File: config.mk
export PLATFORM = sky130hd
export DESIGN_NAME = rgb_status_glow_controller
export DESIGN_NICKNAME = d
export VERILOG_FILES = /design/src/rtl/core/rgbsg_pkg.sv /design/src/rtl/core/rgbsg_decide.sv /design/src/rtl/core/rgbsg_duty.sv /design/src/rtl/core/rgb_status_glow_controller.sv
export VERILOG_INCLUDE_DIRS = /design/src /design/src/rtl/core
export SDC_FILE = /design/constraint.sdc
export NUM_CORES = 1
export LEC_CHECK = 0
export BUFFER_PORTS_ARGS = -buffer_cell sky130_fd_sc_hd__buf_2
export CAP_MARGIN = 20
export CORE_UTILIZATION = 63
export DETAILED_ROUTE_END_ITERATION = 12
export PLACE_DENSITY = 0.82
export SLEW_MARGIN = 20
export SYNTH_ARGS = -nofsm -noshare
export SYNTH_HDL_FRONTEND = slang
export SYNTH_SLANG_ARGS = --single-unit
File: constraint.sdc
create_clock -name clk -period 10.3 [get_ports clk]
set_input_delay 2.575 -clock clk [delete_from_list [all_inputs] [get_ports clk]]
set_output_delay 2.575 -clock clk [all_outputs]
set_load 0.01 [all_outputs]
File: src/rtl/core/rgb_status_glow_controller_assert.svh
// Assertion macros for the status glow controller.
// Both macros expect clk and rst_n in scope at the point of use.
`ifndef RGB_STATUS_GLOW_CONTROLLER_ASSERT_SVH
`define RGB_STATUS_GLOW_CONTROLLER_ASSERT_SVH

`ifndef ASSERT_OFF
`define RSG_ASSERT_ALWAYS(label, cond) \
    label: assert property (@(posedge clk) disable iff (!rst_n) (cond)) \
        else $error("status glow: invariant violated");
`define RSG_ASSERT_NEXT(label, pre, post) \
    label: assert property (@(posedge clk) disable iff (!rst_n) (pre) |=> (post)) \
        else $error("status glow: sequence violated");
`else
`define RSG_ASSERT_ALWAYS(label, cond)
`define RSG_ASSERT_NEXT(label, pre, post)
`endif

`endif

File: src/rtl/core/rgbsg_pkg.sv
package rgbsg_pkg;

    localparam int ROM_DEPTH = 256;
    localparam int PHASE_W   = $clog2(ROM_DEPTH);
    localparam int PACE_W    = 15;
    localparam int TIME_W    = 32;
    localparam int BED_W     = 13;
    localparam int TARGET_W  = 12;
    localparam int HOT_PACE_W = 7;

    typedef logic [7:0]          level_t;
    typedef logic [PHASE_W-1:0]  phase_t;
    typedef logic [PACE_W-1:0]   pace_t;
    typedef logic [TIME_W-1:0]   ms_t;

    typedef struct packed {
        level_t red;
        level_t green;
        level_t blue;
    } colour_t;

    typedef struct packed {
        colour_t ovr_colour;
        pace_t   ovr_pace;
        ms_t     idle_timeout;
    } cfg_t;

    typedef struct packed {
        ms_t                   now_ms;
        logic signed [BED_W-1:0] bed_temp;
        logic [TARGET_W-1:0]   target_temp;
        logic                  is_cooling;
        logic                  temp_change_pending;
        ms_t                   last_rx_ms;
    } poll_t;

    // register indexes on the config port
    localparam logic [2:0] CFG_OVR_RED   = 3'd0;
    localparam logic [2:0] CFG_OVR_GREEN = 3'd1;
    localparam logic [2:0] CFG_OVR_BLUE  = 3'd2;
    localparam logic [2:0] CFG_OVR_PACE  = 3'd3;
    localparam logic [2:0] CFG_IDLE_TMO  = 3'd4;

    localparam ms_t IDLE_TIMEOUT_RST = 32'd60000;
    localparam ms_t PURPLE_WINDOW_MS = 32'd45000;

    localparam logic signed [BED_W-1:0] BED_HOT_LIMIT  = 13'sd500;
    localparam logic signed [BED_W-1:0] BED_WARM_LIMIT = 13'sd400;
    localparam logic signed [BED_W:0]   CEIL_BIAS      = 14'sd83;

    localparam logic [HOT_PACE_W-1:0] HOT_PACE_BASE = 7'd36;
    localparam logic [HOT_PACE_W-1:0] HOT_PACE_MIN  = 7'd5;
    // q >= this limit clamps the hot pace to its minimum
    localparam logic [5:0]            HOT_CLAMP_Q   = 6'd31;

    // floor(y/21) = (y * 3121) >> 16 for y < 1045 (y = x/4, divisor 84)
    localparam logic [11:0] RECIP_21    = 12'd3121;
    localparam int          RECIP_SHIFT = 16;

    localparam int    IDLE_PACE_MS = 30;
    localparam int    QUICK_DIV    = 10;
    localparam pace_t IDLE_PACE    = pace_t'(IDLE_PACE_MS);
    localparam pace_t QUICK_PACE   = pace_t'(IDLE_PACE_MS / QUICK_DIV);

    localparam phase_t RAMP_TURN = phase_t'(128);

    localparam colour_t COL_RED    = '{red: 8'd255, green: 8'd0,   blue: 8'd0};
    localparam colour_t COL_BLUE   = '{red: 8'd0,   green: 8'd0,   blue: 8'd255};
    localparam colour_t COL_ORANGE = '{red: 8'd255, green: 8'd40,  blue: 8'd0};
    localparam colour_t COL_PURPLE = '{red: 8'd255, green: 8'd0,   blue: 8'd255};
    localparam colour_t COL_GREEN  = '{red: 8'd0,   green: 8'd255, blue: 8'd0};
    localparam colour_t COL_WHITE  = '{red: 8'd255, green: 8'd255, blue: 8'd255};

    localparam level_t BRIGHTNESS_ROM [ROM_DEPTH] = '{
        8'd43,  8'd45,  8'd48,  8'd51,  8'd53,  8'd56,  8'd58,  8'd61,
        8'd64,  8'd66,  8'd69,  8'd72,  8'd74,  8'd77,  8'd79,  8'd82,
        8'd85,  8'd87,  8'd90,  8'd92,  8'd95,  8'd97,  8'd100, 8'd102,
        8'd105, 8'd107, 8'd110, 8'd112, 8'd115, 8'd117, 8'd120, 8'd122,
        8'd125, 8'd127, 8'd130, 8'd132, 8'd134, 8'd137, 8'd139, 8'd141,
        8'd144, 8'd146, 8'd148, 8'd151, 8'd153, 8'd155, 8'd157, 8'd159,
        8'd162, 8'd164, 8'd166, 8'd168, 8'd170, 8'd172, 8'd174, 8'd176,
        8'd178, 8'd180, 8'd182, 8'd184, 8'd186, 8'd188, 8'd190, 8'd192,
        8'd194, 8'd196, 8'd198, 8'd199, 8'd201, 8'd203, 8'd205, 8'd206,
        8'd208, 8'd209, 8'd211, 8'd213, 8'd214, 8'd216, 8'd217, 8'd219,
        8'd220, 8'd222, 8'd223, 8'd224, 8'd226, 8'd227, 8'd228, 8'd230,
        8'd231, 8'd232, 8'd233, 8'd234, 8'd235, 8'd237, 8'd238, 8'd239,
        8'd240, 8'd241, 8'd242, 8'd242, 8'd243, 8'd244, 8'd245, 8'd246,
        8'd246, 8'd247, 8'd248, 8'd249, 8'd249, 8'd250, 8'd250, 8'd251,
        8'd251, 8'd252, 8'd252, 8'd253, 8'd253, 8'd253, 8'd254, 8'd254,
        8'd254, 8'd254, 8'd255, 8'd255, 8'd255, 8'd255, 8'd255, 8'd255,
        8'd255, 8'd255, 8'd255, 8'd255, 8'd255, 8'd254, 8'd254, 8'd254,
        8'd254, 8'd253, 8'd253, 8'd253, 8'd252, 8'd252, 8'd251, 8'd251,
        8'd250, 8'd250, 8'd249, 8'd249, 8'd248, 8'd247, 8'd246, 8'd246,
        8'd245, 8'd244, 8'd243, 8'd242, 8'd242, 8'd241, 8'd240, 8'd239,
        8'd238, 8'd237, 8'd235, 8'd234, 8'd233, 8'd232, 8'd231, 8'd230,
        8'd228, 8'd227, 8'd226, 8'd224, 8'd223, 8'd222, 8'd220, 8'd219,
        8'd217, 8'd216, 8'd214, 8'd213, 8'd211, 8'd209, 8'd208, 8'd206,
        8'd205, 8'd203, 8'd201, 8'd199, 8'd198, 8'd196, 8'd194, 8'd192,
        8'd190, 8'd188, 8'd186, 8'd184, 8'd182, 8'd180, 8'd178, 8'd176,
        8'd174, 8'd172, 8'd170, 8'd168, 8'd166, 8'd164, 8'd162, 8'd159,
        8'd157, 8'd155, 8'd153, 8'd151, 8'd148, 8'd146, 8'd144, 8'd141,
        8'd139, 8'd137, 8'd134, 8'd132, 8'd130, 8'd127, 8'd125, 8'd122,
        8'd120, 8'd117, 8'd115, 8'd112, 8'd110, 8'd107, 8'd105, 8'd102,
        8'd100, 8'd97,  8'd95,  8'd92,  8'd90,  8'd87,  8'd85,  8'd82,
        8'd79,  8'd77,  8'd74,  8'd72,  8'd69,  8'd66,  8'd64,  8'd61,
        8'd58,  8'd56,  8'd53,  8'd51,  8'd48,  8'd45,  8'd43,  8'd40
    };

endpackage

File: src/rtl/core/rgbsg_decide.sv
`include "rgb_status_glow_controller_assert.svh"

// Priority colour/pace pick, step timer and phase/colour state.
module rgbsg_decide (
    input  logic                clk,
    input  logic                rst_n,
    input  logic                adv,
    input  logic                poll_valid,
    input  rgbsg_pkg::poll_t    poll,
    input  rgbsg_pkg::cfg_t     cfg,
    output logic                step,
    output rgbsg_pkg::colour_t  held,
    output rgbsg_pkg::phase_t   phase
);

    rgbsg_pkg::colour_t held_reg, held_next;
    rgbsg_pkg::phase_t  phase_reg, phase_next;
    rgbsg_pkg::ms_t     last_step_reg;

    rgbsg_pkg::colour_t want;
    rgbsg_pkg::pace_t   base_pace, pace;
    logic               quick, ramp_down, ovr_on, hot, warm;
    logic               rx_seen;
    rgbsg_pkg::ms_t     since_rx, since_step;

    logic                 bed_pos;
    logic signed [13:0]   bed_ext, ceil_arg;
    logic [10:0]          quarter;
    logic [22:0]          recip_prod;
    logic [5:0]           q;
    logic [rgbsg_pkg::HOT_PACE_W-1:0] hot_pace;

    // hot pace = max(36 - ceil(bed/84), 5); negative bed rounds toward zero
    always_comb
    begin
        bed_pos    = (poll.bed_temp > 13'sd0);
        bed_ext    = 14'(poll.bed_temp);
        ceil_arg   = bed_pos ? (bed_ext + rgbsg_pkg::CEIL_BIAS) : -bed_ext;
        quarter    = ceil_arg[12:2];
        recip_prod = quarter * rgbsg_pkg::RECIP_21;
        q          = recip_prod[rgbsg_pkg::RECIP_SHIFT+5:rgbsg_pkg::RECIP_SHIFT];
        if (!bed_pos)
            hot_pace = rgbsg_pkg::HOT_PACE_BASE + {1'b0, q};
        else if (q >= rgbsg_pkg::HOT_CLAMP_Q)
            hot_pace = rgbsg_pkg::HOT_PACE_MIN;
        else
            hot_pace = rgbsg_pkg::HOT_PACE_BASE - {1'b0, q};
    end

    always_comb
    begin
        ovr_on   = |{cfg.ovr_colour.red, cfg.ovr_colour.green, cfg.ovr_colour.blue};
        hot      = (poll.bed_temp > rgbsg_pkg::BED_HOT_LIMIT);
        warm     = poll.temp_change_pending || (poll.target_temp != '0)
                   || (poll.bed_temp > rgbsg_pkg::BED_WARM_LIMIT);
        since_rx = poll.now_ms - poll.last_rx_ms;
        rx_seen  = (poll.last_rx_ms != '0);
        quick    = 1'b0;
        if (ovr_on) begin
            want      = cfg.ovr_colour;
            base_pace = cfg.ovr_pace;
        end else if (hot) begin
            want      = rgbsg_pkg::COL_RED;
            base_pace = rgbsg_pkg::pace_t'(hot_pace);
        end else if (warm) begin
            want      = poll.is_cooling ? rgbsg_pkg::COL_BLUE : rgbsg_pkg::COL_ORANGE;
            base_pace = rgbsg_pkg::pace_t'(hot_pace);
        end else if (rx_seen && (since_rx < rgbsg_pkg::PURPLE_WINDOW_MS)) begin
            want      = rgbsg_pkg::COL_PURPLE;
            base_pace = rgbsg_pkg::IDLE_PACE;
            quick     = 1'b1;
        end else if (rx_seen && (since_rx < cfg.idle_timeout)) begin
            want      = rgbsg_pkg::COL_GREEN;
            base_pace = rgbsg_pkg::IDLE_PACE;
            quick     = 1'b1;
        end else begin
            want      = rgbsg_pkg::COL_WHITE;
            base_pace = rgbsg_pkg::IDLE_PACE;
        end
    end

    // quick change: faster pace and run the phase back to zero
    always_comb
    begin
        ramp_down  = quick && (want != held_reg);
        pace       = ramp_down ? rgbsg_pkg::QUICK_PACE : base_pace;
        since_step = poll.now_ms - last_step_reg;
        step       = poll_valid && (since_step > rgbsg_pkg::ms_t'(pace));

        held_next = held_reg;
        if (phase_reg == '0)
            held_next = want;
        if (ramp_down && (phase_reg != '0) && (phase_reg <= rgbsg_pkg::RAMP_TURN))
            phase_next = phase_reg - 1'b1;
        else
            phase_next = phase_reg + 1'b1;
    end

    always_ff @(posedge clk or negedge rst_n)
    begin
        if (!rst_n) begin
            held_reg      <= '0;
            phase_reg     <= '0;
            last_step_reg <= '0;
        end else if (adv && step) begin
            held_reg      <= held_next;
            phase_reg     <= phase_next;
            last_step_reg <= poll.now_ms;
        end
    end

    assign held  = held_reg;
    assign phase = phase_reg;

    `RSG_ASSERT_NEXT(a_latch_at_zero, adv && step && (phase_reg == '0), held_reg == $past(want))
    `RSG_ASSERT_NEXT(a_hold_no_step, !(adv && step), $stable(phase_reg) && $stable(held_reg))
    `RSG_ASSERT_NEXT(a_step_time, adv && step, last_step_reg == $past(poll.now_ms))

endmodule

File: src/rtl/core/rgbsg_duty.sv
// Brightness curve lookup scaled by the held colour, /256 per channel.
module rgbsg_duty (
    input  rgbsg_pkg::colour_t held,
    input  rgbsg_pkg::phase_t  phase,
    output rgbsg_pkg::colour_t duty
);

    rgbsg_pkg::level_t w;
    logic [15:0]       prod_r, prod_g, prod_b;

    always_comb
    begin
        w          = rgbsg_pkg::BRIGHTNESS_ROM[phase];
        prod_r     = w * held.red;
        prod_g     = w * held.green;
        prod_b     = w * held.blue;
        duty.red   = prod_r[15:8];
        duty.green = prod_g[15:8];
        duty.blue  = prod_b[15:8];
    end

endmodule

File: src/rtl/core/rgb_status_glow_controller.sv
// A request moves from poll_reg through res_valid_reg and out_valid_reg to m_tvalid.
// Throughput: one request per cycle unless a result waits on m_tready; the three register
// stages all move on one enable. A poll whose step timer has not run out gives no result;
// its slot moves on empty. Reset (rst_n low, async): pipeline empty, phase and held colour
// zero, last step time zero, override off, idle timeout 60000 ms.
`include "rgb_status_glow_controller_assert.svh"

module rgb_status_glow_controller (
    input  logic        clk,
    input  logic        rst_n,
    // poll request
    input  logic        s_tvalid,
    output logic        s_tready,
    // [31:0] now_ms, [44:32] bed_temp_tenths, [56:45] target_temp_tenths,
    // [57] is_cooling, [58] temp_change_pending, [90:59] last_rx_ms, [95:91] zero
    input  logic [95:0] s_tdata,
    // result
    output logic        m_tvalid,
    input  logic        m_tready,
    // [7:0] red_duty, [15:8] green_duty, [23:16] blue_duty
    output logic [23:0] m_tdata,
    // config write port
    input  logic        cfg_we,
    input  logic [2:0]  cfg_index,
    input  logic [31:0] cfg_data
);

    rgbsg_pkg::cfg_t    cfg_reg;
    rgbsg_pkg::poll_t   poll_in, poll_reg;
    logic               poll_valid_reg;
    logic               res_valid_reg;
    logic               out_valid_reg;
    rgbsg_pkg::colour_t duty, duty_reg;
    rgbsg_pkg::colour_t held;
    rgbsg_pkg::phase_t  phase;
    logic               step;
    logic               adv;

    // whole pipeline advances unless the output holds a result nobody takes
    assign adv      = !out_valid_reg || m_tready;
    assign s_tready = adv;

    // unpack the request
    always_comb
    begin
        poll_in.now_ms              = s_tdata[31:0];
        poll_in.bed_temp            = s_tdata[44:32];
        poll_in.target_temp         = s_tdata[56:45];
        poll_in.is_cooling          = s_tdata[57];
        poll_in.temp_change_pending = s_tdata[58];
        poll_in.last_rx_ms          = s_tdata[90:59];
    end

    // config registers; the user must write them only while idle; the block does not enforce it
    always_ff @(posedge clk or negedge rst_n)
    begin
        if (!rst_n)
        begin
            cfg_reg.ovr_colour   <= '0;
            cfg_reg.ovr_pace     <= '0;
            cfg_reg.idle_timeout <= rgbsg_pkg::IDLE_TIMEOUT_RST;
        end
        else if (cfg_we)
        begin
            unique case (cfg_index)
                rgbsg_pkg::CFG_OVR_RED:   cfg_reg.ovr_colour.red   <= cfg_data[7:0];
                rgbsg_pkg::CFG_OVR_GREEN: cfg_reg.ovr_colour.green <= cfg_data[7:0];
                rgbsg_pkg::CFG_OVR_BLUE:  cfg_reg.ovr_colour.blue  <= cfg_data[7:0];
                rgbsg_pkg::CFG_OVR_PACE:  cfg_reg.ovr_pace <= cfg_data[rgbsg_pkg::PACE_W-1:0];
                rgbsg_pkg::CFG_IDLE_TMO:  cfg_reg.idle_timeout <= cfg_data;
                default: ;
            endcase
        end
    end

    // stage valids
    always_ff @(posedge clk or negedge rst_n)
    begin
        if (!rst_n)
        begin
            poll_valid_reg <= 1'b0;
            res_valid_reg  <= 1'b0;
            out_valid_reg  <= 1'b0;
        end
        else if (adv)
        begin
            poll_valid_reg <= s_tvalid;
            res_valid_reg  <= step;
            out_valid_reg  <= res_valid_reg;
        end
    end

    // payload registers, no reset
    always_ff @(posedge clk)
    begin
        if (adv && s_tvalid)
            poll_reg <= poll_in;
        if (adv)
            duty_reg <= duty;
    end

    // stage 1: decide and step; state updates on the edge the poll leaves
    rgbsg_decide u_decide (
        .clk        (clk),
        .rst_n      (rst_n),
        .adv        (adv),
        .poll_valid (poll_valid_reg),
        .poll       (poll_reg),
        .cfg        (cfg_reg),
        .step       (step),
        .held       (held),
        .phase      (phase)
    );

    // stage 2: duty from the freshly stepped phase and held colour
    rgbsg_duty u_duty (
        .held  (held),
        .phase (phase),
        .duty  (duty)
    );

    assign m_tvalid = out_valid_reg;
    assign m_tdata  = {duty_reg.blue, duty_reg.green, duty_reg.red};

    // a result only ever follows a step, passed on through res_valid_reg
    `RSG_ASSERT_NEXT(a_result_from_step, !res_valid_reg && adv, !out_valid_reg)
    `RSG_ASSERT_NEXT(a_step_needs_poll, adv && !poll_valid_reg, !res_valid_reg)
    // input is only held off by a waiting result
    `RSG_ASSERT_ALWAYS(a_ready_when_empty, out_valid_reg || s_tready)

endmodule

==> summary.md, run 1 <==
| Metric | Value |
|---|---|
| Synth Flop Type | `dfrtp_1` |
| Initial DRC Count | `1,727` |
| Number of synthesized flops with an enable pin | `115` |
| Achievable Freq | `0.104 GHz` |
| Period Utilization, post-route | `93.4%` |
| Pins Over Slew Limit | `0` |
| Peak VDD IR | `0.258 mV` |
| Detail Placement HPWL | `48.2 mm` |
| Post-cts hold buffer count | `0` |
| CTS tree | `built` |
| CP endpoint kind | `register` |
| Share of the synthesized area in the top cell type | `14.4%` |
| Slew HR | `28.4%` |
| Largest net degree at the start of global routing | `78` |
| PwrDens | `332 nW/µm²` |
| Avg Vias per Cell | `6.16` |
| Cells after Synth | `2,796` |
| Gr usage total | `31.6%` |
| Post-Syn Area | `24,800 µm²` |
| Layout cell share with drive strength beyond 1 | `12.4%` |
| Crit path buf inv count | `3` |
| Initial Util | `64.0%` |
| Power Total | `9.05 mW` |
| Drt first pass iters | `6` |
| Clock Latency Late Sink | `0.59 ns` |
| Synth Net Count | `3,338` |
| Crit Path Max Fanout | `77` |
| Area growth from synthesis to layout | `9.77%` |
| WP data required | `10.77 ns` |
| Vias in the first global route | `21,198` |
| Final Net Count | `3,437` |
| CTS root buf | `clkbuf_16` |
| First-pass GRT wire length | `105 mm` |
| Final worst setup slack | `0.683 ns` |
| Crit path max-delay family | `compound AO/OA/AOI/OAI gates` |
| DR DRC count | `0` |
| Max FFs per register | `91` |
| Total die area | `40,200 µm²` |
| Clock buffer depth | `3` |
| Total of max-cap violations | `0` |
| Top-count cell post-synth | `inv_1` |
| Max stage delay on crit path | `0.56 ns` |
| Synthesized area per cell | `8.87 µm²` |
| ANT nets after route | `0` |
| H-Tree Depth | `1` |
| GPL Wtd Cong | `0.969` |
| Cts bufs inserted | `29` |
| Critical path class | `reg -> reg` |
| Post-synth cell types | `96` |
| CTS Sinks | `253` |
| Port buffer count | `156` |
| Synth async-reset ratio | `54.5%` |
| Initial antenna violation count | `5` |
| Die width | `200 µm` |
| Sequential cell area fraction in the yosys report | `27.9%` |
| Vias | `21,204` |
| Leak | `12.8 nW` |
| FF+latch count, synth | `253` |
| Worst min path class | `reg -> reg` |
| Status | `completed` |
| Core area | `38,700 µm²` |
| Synth area leaders | `ha_1 (14%), edfxtp_1 (14%), dfrtp_1 (13%)` |
| Crit-path slowest cell | `fa_1` |
| Pre-CTS setup slack | `-0.159 ns` |
| WL/cell | `18.3 µm` |
| Slew @ Worst Pin | `1.05 ns` |
| Synth top cells by count | `inv_1 (323), nand2_1 (292), ha_1 (285)` |
| Clock-pin slew on the worst setup and hold paths | `0.06 ns` |
| Hold Vio Cnt, Final | `0` |
| Area leader, netlist | `ha_1` |
| Yosys synthesis warning count | `0` |
| Post-Route WL | `63.1 mm` |
| Die Ht | `200 µm` |
| Clk_skew | `0.0211 ns` |
| Crit start category | `register` |
| I/O Pins | `162` |
| Crit path arrival time | `10.09 ns` |
| Post-layout min period | `9.62 ns` |
| GRT overflow | `0` |
| Final setup fails | `0` |
| # rows | `72` |
==> cell families after synthesis <==
| kind of cell | Yosys count | synth area share [%] |
|---|---|---|
| mux | 56 | 2.67 |
| simple gates | 852 | 16.7 |
| xor+xnor | 85 | 3.00 |
| fa+ha+maj | 406 | 24.1 |
| buf+inv | 459 | 7.06 |
| compound gates | 685 | 18.5 |
| flops | 253 | 27.9 |
==> path summary, 6_finish.rpt <==
path / start / endpoint / slack, ns / depth (start not counted)
setup reg to reg: poll_reg[46] / u_decide.last_step_reg[0] / 0.68 / 43
hold reg to reg: res_valid_reg / res_valid_reg / 0.49 / 1
hold / removal: res_valid_reg / res_valid_reg / 0.49 / 1
setup / recovery: poll_reg[46] / u_decide.last_step_reg[0] / 0.68 / 43
min in group asynchronous: rst_n / u_decide.last_step_reg[20] / 1.95 / 1
max in group asynchronous: rst_n / u_decide.held[8] / 6.91 / 2
==> per-layer routing <==
metal | track usage (%) | up-vias | part of all wire [%]
li1 | - | 10023 | -
met1 | 40.4 | 10237 | 41
met2 | 55.2 | 779 | 49
met3 | 3.12 | 165 | 5.6
met4 | 12.4 | 0 | 4.1
met5 | 0 | - | 0
==> metrics by stage <==
stage / area (µm²) / TNS (ns) / utilization (%) / cells / hold slack, ns
after floorplan: 24800 / 0 / - / 2796 / 0.435
after global placement: 26100 / 0 / 67.3 / 3376 / 0.457
after detailed placement: 26100 / -3.05 / 67.3 / 3376 / 0.462
after CTS: 27100 / 0 / 69.9 / 3430 / 0.474
after global routing: 27200 / -0.00473 / 70.3 / 3440 / 0.495
final: 27200 / 0 / 70.3 / 3441 / 0.485
==> area by class of cell <==
cell class | count | area (µm²)
diodes | 5 | 12.5
clock buffers | 41 | 842
clock inverters | 13 | 189
fillers | 2974 | 11500
inverters | 324 | 1220
multi-input cells | 2084 | 16200
flip-flops and latches | 253 | 6920
well taps | 518 | 648
repair buffers | 203 | 1170
==> cells in the final DEF (no fill, tap or decap), types with 20 or more instances in the layout <==
cell type / Yosys / routed
nand2b_1: 29 / 29
buf_4: 1 / 44
ha_1: 285 / 285
nor2_1: 172 / 172
nand2_1: 292 / 292
nor4_1: 29 / 28
xor2_1: 41 / 40
dfrtp_1: 131 / 131
buf_2: 8 / 155
nor3_1: 63 / 61
mux2_2: 41 / 41
xnor2_1: 44 / 43
edfxtp_1: 115 / 115
a211oi_1: 32 / 29
a21oi_1: 146 / 145
nand4_1: 26 / 26
clkbuf_16: 0 / 30
o21ai_0: 194 / 189
nand3_1: 37 / 37
o21a_1: 27 / 27
a21o_1: 53 / 53
fa_1: 121 / 121
inv_1: 323 / 323
nor2b_1: 20 / 20
and2_1: 104 / 103
==> power breakdown <==
part / leakage [nW] / internal [mW] / switching (mW)
registers: 2.78 / 1.43 / 0.158
clock network: 0.503 / 0.671 / 0.435
logic: 9.47 / 2.62 / 3.73
total: 12.8 / 4.72 / 4.33
==> timing repair <==
item	in CTS	in global routing
buffers inserted	0	5
gates resized for setup	3	16
endpoints found under the setup margin	65	65
pin swaps	0	7
Power figures use the tool's default switching activity.
==> run 2, diff against run 1 <==
--- a/config.mk
+++ b/config.mk
@@ -8,9 +8,9 @@
 export LEC_CHECK = 0
 export BUFFER_PORTS_ARGS = -buffer_cell sky130_fd_sc_hd__buf_2
 export CAP_MARGIN = 20
-export CORE_UTILIZATION = 63
+export CORE_UTILIZATION = 65
 export DETAILED_ROUTE_END_ITERATION = 12
-export PLACE_DENSITY = 0.82
+export PLACE_DENSITY = 0.85
 export SLEW_MARGIN = 20
 export SYNTH_ARGS = -nofsm -noshare
 export SYNTH_HDL_FRONTEND = slang
==> constraint.sdc (replaced) <==
create_clock -name clk -period 11.75 [get_ports clk]
set_input_delay 2.9375 -clock clk [delete_from_list [all_inputs] [get_ports clk]]
set_output_delay 2.9375 -clock clk [all_outputs]
set_load 0.01 [all_outputs]
==> run 2 against run 1 <==
Effect of this change:
- register-to-register slack got worse by 0.02 ns
- worst hold slack got worse by 0.0068 ns
- combinational power shrank 13%
- critical path depth is 2 higher
- highest routed layer unchanged
- worst setup slack got worse by 0.021 ns
- non-clock buffer count decreased by 23
==> summary.md, run 2 (synthesis results as in run 1) <==
| Metric | Value |
|---|---|
| Status | `completed` |
| Vias in the first global route | `21,078` |
| DR DRC count | `0` |
| Power Total | `7.85 mW` |
| Leak | `12.6 nW` |
| Die Ht | `197 µm` |
| Pins Over Slew Limit | `0` |
| Peak VDD IR | `0.213 mV` |
| CP endpoint kind | `register` |
| Core area | `37,600 µm²` |
| PwrDens | `292 nW/µm²` |
| Initial Util | `66.0%` |
| Layout cell share with drive strength beyond 1 | `11.3%` |
| Slew HR | `25.0%` |
| Crit path arrival time | `11.58 ns` |
| Area growth from synthesis to layout | `8.42%` |
| Commonest non-fill, non-tap cell in the layout | `inv_1` |
| Critical path class | `reg -> reg` |
| Detail Placement HPWL | `48.1 mm` |
| Max stage delay on crit path | `0.54 ns` |
| Post-Route WL | `63.3 mm` |
| Final setup fails | `0` |
| WP data required | `12.24 ns` |
| CTS Sinks | `253` |
| Largest net degree at the start of global routing | `78` |
| Drt first pass iters | `6` |
| Crit start category | `register` |
| CTS tree | `built` |
| Crit Path Max Fanout | `77` |
| Clk_skew | `0.0473 ns` |
| ANT nets after route | `0` |
| Achievable Freq | `0.0902 GHz` |
| Most frequent cells in the layout | `inv_1 (323), nand2_1 (291), ha_1 (285)` |
| Total die area | `38,900 µm²` |
| Port buffer count | `156` |
| I/O Pins | `162` |
| RSZ-0062 raised after global routing | `false` |
| Max FFs per register | `91` |
| Total of max-cap violations | `0` |
| Initial DRC Count | `1,815` |
| Period Utilization, post-route | `94.4%` |
| GRT overflow | `0` |
| Post-layout min period | `11.09 ns` |
| Avg Vias per Cell | `6.22` |
| Final Net Count | `3,413` |
| GPL Wtd Cong | `0.965` |
| Die width | `197 µm` |
| Hold Vio Cnt, Final | `0` |
| First-pass GRT wire length | `104 mm` |
| Clock Latency Late Sink | `0.59 ns` |
| Vias | `21,199` |
| CTS root buf | `clkbuf_16` |
| Initial antenna violation count | `3` |
| Post-cts hold buffer count | `0` |
| Slew @ Worst Pin | `1.10 ns` |
| Worst min path class | `reg -> reg` |
| Clock buffer depth | `3` |
| Crit-path slowest cell | `fa_1` |
| Gr usage total | `32.8%` |
| Cts bufs inserted | `28` |
| # rows | `71` |
| Setup TNS Final | `0 ns` |
| WL/cell | `18.6 µm` |
| Clock-pin slew on the worst setup and hold paths | `0.06 ns` |
| H-Tree Depth | `1` |
## run 2: cell types whose count changed in the layout (fill, tap and decap cells not counted), moves of 3 or more
cell | previous run | this run
o21ai_0 | 189 | 193
buf_4 | 44 | 24
o21ai_1 | 8 | 4
clkinv_1 | 1 | 4
## run 2: critical path, delay by kind of cell (launching register included)
family / cells / cell delay, ns
AO/OA/AOI/OAI: 23 / 5.05
adder cells (fa/ha/maj): 6 / 2.25
AND/OR/NAND/NOR: 11 / 2.24
XOR/XNOR: 1 / 0.30
flip-flops: 1 / 0.49
buffers and inverters: 4 / 0.61
## run 2: final cells by class
cell class              count  area (µm²)
repair buffers            180         967
diodes                      3        7.51
fillers                  2845       10700
multi-input cells        2084       16200
flip-flops and latches    253        6920
clock buffers              38         790
well taps                 511         639
clock inverters            14         166
inverters                 324        1220
## run 2: routing by layer
| layer | vias to the layer above | wire (µm) | global-route usage (%) |
|---|---|---|---|
| met4 | 0 | 2090 | 11.2 |
| li1 | 9976 | - | - |
| met5 | - | 0 | 0 |
| met1 | 10251 | 26100 | 42.2 |
| met3 | 143 | 4020 | 3.84 |
| met2 | 829 | 31100 | 57.2 |
## run 2: worst paths after layout
| path | startpoint | endpoint | slack [ns] | cells past startpoint |
|---|---|---|---|---|
| setup / recovery | poll_reg[49] | u_decide.phase[7] | 0.66 | 45 |
| hold / removal | res_valid_reg | m_tvalid | 0.48 | 1 |
| setup reg to reg | poll_reg[49] | u_decide.phase[7] | 0.66 | 45 |
| hold reg to reg | res_valid_reg | m_tvalid | 0.48 | 1 |
| max in group asynchronous | rst_n | cfg_reg[49] | 8.03 | 2 |
| min in group asynchronous | rst_n | u_decide.last_step_reg[20] | 2.39 | 1 |
## run 2: power by group
part           internal [mW]  switching (mW)  total [mW]
logic                   2.25            3.30        5.55
registers               1.26           0.143        1.40
clock network          0.537           0.366       0.903
## run 2: through the flow
step	worst slack (ns)	utilization (%)	area, µm²	std cells	hold WS [ns]
2_1_floorplan	2.53	-	24800	2796	0.435
6_report	0.662	71.6	26900	3407	0.478
3_5_place_dp	0.576	68.9	25900	3352	0.468
3_3_place_gp	0.775	68.9	25900	3352	0.457
4_1_cts	0.458	71.4	26800	3404	0.480
5_1_grt	0.0354	71.5	26900	3406	0.516
## run 2: repair_timing
action,4_1_cts,5_1_grt
resized for setup,0,5
setup endpoints to repair,0,65
buffers inserted,0,0
